File: src/hw/rtl/pxu_pkg.sv
package pxu_pkg;

  // Configuration register indexes
  typedef enum logic [2:0] {
    REG_BYTES_PER_PIXEL = 3'd0,
    REG_INDEXED_MODE    = 3'd1,
    REG_RED_MASK        = 3'd2,
    REG_GREEN_MASK      = 3'd3,
    REG_BLUE_MASK       = 3'd4
  } reg_index_t;

  // Input item kinds carried on tuser
  localparam logic CMD_CONVERT       = 1'b0;
  localparam logic CMD_PALETTE_WRITE = 1'b1;

  // Live configuration plus the per-channel right shift derived from each mask
  typedef struct packed {
    logic [2:0]  bytes_per_pixel;
    logic        indexed_mode;
    logic [31:0] red_mask;
    logic [31:0] green_mask;
    logic [31:0] blue_mask;
    logic [4:0]  red_shift;
    logic [4:0]  green_shift;
    logic [4:0]  blue_shift;
  } cfg_t;

endpackage

File: src/hw/rtl/pxu_cfg.sv
module pxu_cfg (
  input  logic         clk,
  input  logic         rst,
  input  logic         cfg_valid,
  output logic         cfg_ready,
  input  logic [2:0]   cfg_index,
  input  logic [31:0]  cfg_data,
  output pxu_pkg::cfg_t cfg
);

  import pxu_pkg::*;

  // Position of the lowest set bit; a zero mask gives 0
  function automatic logic [4:0] trailing_zeros(input logic [31:0] m);
    logic [4:0] n;
    n = '0;
    for (int i = 31; i >= 0; i--) begin
      if (m[i]) begin
        n = 5'(i);
      end
    end
    return n;
  endfunction

  logic [4:0] data_shift;

  assign cfg_ready  = 1'b1;
  assign data_shift = trailing_zeros(cfg_data);

  always_ff @(posedge clk) begin
    if (rst) begin
      cfg.bytes_per_pixel <= 3'd4;
      cfg.indexed_mode    <= 1'b0;
      cfg.red_mask        <= 32'h00FF_0000;
      cfg.green_mask      <= 32'h0000_FF00;
      cfg.blue_mask       <= 32'h0000_00FF;
      cfg.red_shift       <= 5'd16;
      cfg.green_shift     <= 5'd8;
      cfg.blue_shift      <= 5'd0;
    end else if (cfg_valid && cfg_ready) begin
      unique case (cfg_index)
        REG_BYTES_PER_PIXEL: cfg.bytes_per_pixel <= cfg_data[2:0];
        REG_INDEXED_MODE:    cfg.indexed_mode    <= cfg_data[0];
        REG_RED_MASK: begin
          cfg.red_mask  <= cfg_data;
          cfg.red_shift <= data_shift;
        end
        REG_GREEN_MASK: begin
          cfg.green_mask  <= cfg_data;
          cfg.green_shift <= data_shift;
        end
        REG_BLUE_MASK: begin
          cfg.blue_mask  <= cfg_data;
          cfg.blue_shift <= data_shift;
        end
        default: ;
      endcase
    end
  end

endmodule

File: config.mk
export PLATFORM = sky130hd
export DESIGN_NAME = pxu_cfg
export DESIGN_NICKNAME = d
export VERILOG_FILES = /design/src/hw/rtl/pxu_pkg.sv /design/src/hw/rtl/pxu_cfg.sv
export SDC_FILE = /design/constraint.sdc
export NUM_CORES = 1
export LEC_CHECK = 0
export ABC_AREA = 1
export ABC_CLOCK_PERIOD_IN_PS = 1660
export BUFFER_PORTS_ARGS = -buffer_cell sky130_fd_sc_hd__buf_4
export CORE_AREA = 2 2 102 104
export DETAILED_ROUTE_END_ITERATION = 6
export DIE_AREA = 0 0 104 106
export PLACE_DENSITY = 0.73
export SLEW_MARGIN = 20
export SYNTH_ARGS = -nofsm -noshare
export SYNTH_HDL_FRONTEND = slang
export SYNTH_SLANG_ARGS = --single-unit
File: constraint.sdc
create_clock -name clk -period 1.66 [get_ports clk]
set_input_delay 0.166 -clock clk [delete_from_list [all_inputs] [get_ports clk]]
set_output_delay 0.166 -clock clk [all_outputs]
set_load 0.05 [all_outputs]
==> impl_table.tex <==
\begin{tabular}{lr}
\hline
Metric & Value \\
\hline
\multicolumn{2}{l}{\textbf{Run status}} \\
\quad Result of the run & finished, final reports clean \\
\multicolumn{2}{l}{\textbf{Layout}} \\
\quad Layout net count & 730 \\
\quad Final core occ & 64.8\% \\
\quad Area growth, synth to finish & 52.7\% \\
\quad Diode count & 0 \\
\quad Commonest non-fill, non-tap cells in the layout & sky130\_fd\_sc\_hd\_\_buf\_4 (188), sky130\_fd\_sc\_hd\_\_dfxtp\_1 (115), sky130\_fd\_sc\_hd\_\_a21oi\_1 (86) \\
\quad Fraction of final layout cells with drive strength greater than 1 & 36.3\% \\
\quad Non-filler cells in the finished layout & 841 \\
\quad Register with the most flip-flops & cfg \\
\quad Largest register FFs & 115 \\
\quad Most common cell after layout, fill and taps aside & sky130\_fd\_sc\_hd\_\_buf\_4 \\
\quad Registers with the highest flip-flop counts & cfg: 115 flops \\
\multicolumn{2}{l}{\textbf{STA}} \\
\quad Max Transition Viols Final & 0 \\
\quad Shortest period the worst path allows & 1.61 ns \\
\quad Worst Setup Slack, final & 0.0500 ns \\
\quad Final setup violation count & 0 \\
\quad Tcrit/Tclk final & 97.0\% \\
\quad Hold Worst Slack & about 0.0047 ns \\
\quad Worst clock skew & 0 ns \\
\quad Final TNS setup & 0 ns \\
\quad Fmax & slightly above 0.6 GHz \\
\quad Final hold violation count & 0 \\
\quad Setup repair after global routing missed its margin & true \\
\multicolumn{2}{l}{\textbf{Pwr}} \\
\quad Leakage power & 3.06 nW \\
\quad Largest vdd supply drop & 656 uV \\
\quad PD cells & 1180 nW/um2 \\
\multicolumn{2}{l}{\textbf{Global routing}} \\
\quad Initial antenna violation count & 0 \\
\quad First-pass GRT wire length & 20600 um \\
\quad GR Util All Layers & 23.3\% \\
\quad Vias in the first global route & 4144 \\
\quad Met2 demand-to-capacity share in global routing & 39.7\% \\
\quad Grt met3 use & about 7.3\% \\
\quad Aggregate global routing overflow & 0 \\
\quad Maximum number of pins on one net before global-route repair & 55 \\
\quad Routing usage on met1 & 27.7\% \\
\quad Busiest layer in global routing & met2 \\
\multicolumn{2}{l}{\textbf{Logic synthesis}} \\
\quad Cells after synthesis & 502 \\
\quad Post-synthesis net count & 540 \\
\quad Mean post-synth cell area & 8.46 um2 \\
\quad Register bit count reported by yosys & 115 \\
\quad Synthesis warning total & 0 \\
\quad Post-synth cell types & 29 \\
\quad Part of the Yosys area used for sequential elements & 54.2\% \\
\quad Cell area after technology mapping & 4250 um2 \\
\multicolumn{2}{l}{\textbf{Detailed routing}} \\
\quad Number of vias in the routed layout & $\sim$4.2k \\
\quad Mean number of vias per cell & 5.00 \\
\quad Post-route DRC violation count & 0 \\
\quad Violation count after the first detailed-routing iteration & roughly 220 \\
\quad Total routed wirelength & 12700 um \\
\quad Routed wire per std cell & 15.1 um \\
\quad Pre-Repair DR Iteration Count & 4 \\
\quad Number of nets with antenna violations after routing & 0 \\
\multicolumn{2}{l}{\textbf{Clock network}} \\
\quad Root buffer cell & sky130\_fd\_sc\_hd\_\_clkbuf\_8 \\
\quad Count of clock tree sinks & around 120 \\
\quad Later-pin clock latency in the skew report & about 0.5 ns \\
\quad Max H-tree Level & 4 \\
\quad TritonCTS clock tree & yes \\
\quad Maximum buffer depth of the clock tree & 2 \\
\quad Total setup buffers inserted after CTS & 0 \\
\quad Clk slew on worst S/H paths & 0.05 ns \\
\quad Number of buffers added by the clock tree synthesis step & 17 \\
\multicolumn{2}{l}{\textbf{Critical path}} \\
\quad Arrival time reported for the critical path endpoint & 2.05 ns \\
\quad Reg-to-Reg Start & cfg[111] \\
\quad Setup crit start & cfg\_data[30] \\
\quad Cell with the biggest individual delay on the critical path & sky130\_fd\_sc\_hd\_\_a21oi\_2 \\
\quad Critical Path End Type & flip-flop \\
\quad Start-to-end type of the worst setup path & in -> reg \\
\quad Data required time at the worst endpoint & between 2 and 2.5 ns \\
\quad Category of the worst setup path launch point & input port \\
\quad Cell repeated most along the worst path & sky130\_fd\_sc\_hd\_\_nand2\_1 \\
\quad Critical path's largest stage delay & 0.15 ns \\
\quad Largest fanout on the critical path & 3 \\
\multicolumn{2}{l}{\textbf{Min path}} \\
\quad Class of the most critical hold timing path & in -> reg \\
\quad HP Start & cfg\_data[1] \\
\multicolumn{2}{l}{\textbf{Placed design}} \\
\quad \# placed instances & 795 \\
\quad Setup slack after placement & -0.449 ns \\
\quad IO Port Bufs & 152 \\
\quad Post-detail-place hpwl & 8870 um \\
\quad Final Wtd Congestion & 0.787 \\
\multicolumn{2}{l}{\textbf{Die}} \\
\quad Chip height & 106 um \\
\quad Area of the core region & approximately 10000 um2 \\
\quad Die boundary width & $\sim$100 um \\
\quad Total Die Area & 11000 um2 \\
\quad I/O pin count & 154 \\
\quad Effective utilization at floorplan & 42.5\% \\
\quad Rows & 37 \\
\multicolumn{2}{l}{\textbf{Flow run}} \\
\quad Max-cap check violation count & 0 \\
\hline
\end{tabular}
[worst paths after layout]
check        slack [ns]  depth (start not counted)       end
max                0.05                         34    cfg[5]
min               0.005                          4    cfg[1]
max reg2reg        0.92                          2  cfg[111]
min reg2reg        0.48                          2  cfg[114]
[cell type report]
type                    count  area, um2
fillers                   868       3520
flip-flops and latches    115       2300
repair buffers            205       1610
multi-input cells         312       1590
clock buffers              19        422
inverters                  41        206
clock inverters            13        184
well taps                 136        170
[report_power, final]
group,leakage [nW],switching [W],internal (W)
Combinational,1.84,0.000664,0.000355
Sequential,0.936,0.0000572,0.00286
Clock,0.288,0.00128,0.00243
Total,3.06,0.00200,0.00565
[timing repair]
item | 4_1_cts | 5_1_grt
gates resized for setup | 0 | 8
hold buffers | 14 | 0
hold endpoints to repair | 35 | 0
setup endpoints to repair | 0 | 8
[critical path, delay by kind of cell]
| kind | cells | cell delay [ns] |
|---|---|---|
| and+or+nand+nor | 31 | 1.55 |
| buffers and inverters | 2 | 0.15 |
| AOI/OAI and AO/OA | 1 | 0.15 |
[synthesized netlist by cell type]
| cell type | number | area (um2) |
|---|---|---|
| sky130_fd_sc_hd__buf_8 | 2 | 30.0 |
| sky130_fd_sc_hd__buf_2 | 2 | 10.0 |
| sky130_fd_sc_hd__nand2_2 | 1 | 6.26 |
| sky130_fd_sc_hd__buf_6 | 6 | 67.6 |
| sky130_fd_sc_hd__clkinv_1 | 4 | 15.0 |
| sky130_fd_sc_hd__inv_1 | 13 | 48.8 |
| sky130_fd_sc_hd__o211ai_1 | 25 | 188 |
| sky130_fd_sc_hd__nand3_1 | 9 | 45.0 |
| sky130_fd_sc_hd__o21ai_0 | 30 | 150 |
| sky130_fd_sc_hd__conb_1 | 1 | 3.75 |
| sky130_fd_sc_hd__nor4_1 | 3 | 18.8 |
| sky130_fd_sc_hd__buf_4 | 2 | 15.0 |
| sky130_fd_sc_hd__clkinv_2 | 4 | 20.0 |
| sky130_fd_sc_hd__a21oi_1 | 86 | 430 |
| sky130_fd_sc_hd__o21ai_1 | 61 | 305 |
| sky130_fd_sc_hd__o31ai_1 | 1 | 7.51 |
| sky130_fd_sc_hd__buf_1 | 2 | 7.51 |
| sky130_fd_sc_hd__bufinv_8 | 2 | 35.0 |
| sky130_fd_sc_hd__a311oi_1 | 3 | 26.3 |
| sky130_fd_sc_hd__dfxtp_1 | 115 | 2300 |
| sky130_fd_sc_hd__or2_1 | 1 | 6.26 |
| sky130_fd_sc_hd__nor2_1 | 20 | 75.1 |
| sky130_fd_sc_hd__inv_4 | 2 | 12.5 |
| sky130_fd_sc_hd__inv_2 | 16 | 60.1 |
| sky130_fd_sc_hd__nand2_1 | 66 | 248 |
| sky130_fd_sc_hd__nor3_1 | 1 | 5.00 |
| sky130_fd_sc_hd__nand4_1 | 1 | 6.26 |
| sky130_fd_sc_hd__clkbuf_1 | 20 | 75.1 |
| sky130_fd_sc_hd__a21oi_2 | 3 | 26.3 |
[stage by stage]
stage          cell area [um2]  total power, W
5_1_grt                   6480         0.00791
6_report                  6480         0.00765
4_1_cts                   6450         0.00769
3_5_place_dp              5700         0.00395
3_3_place_gp              5700         0.00394
2_1_floorplan             4260         0.00358
[routing by layer]
metal | wire [um] | part of all wire (%)
met2 | 6350 | 50
met1 | 5410 | 43
met3 | 774 | 6.1
met4 | 142 | 1.1
met5 | 0 | 0
[cells by family after synthesis]
logic type             Yosys count  synth area share, %
AOI/OAI and AO/OA              209                 26.7
DFF                            115                 54.2
and+or+nand+nor                102                 9.66
buffers and inverters           75                 9.34
other                            1               0.0883
No activity file was read; power rests on OpenSTA's default activity.
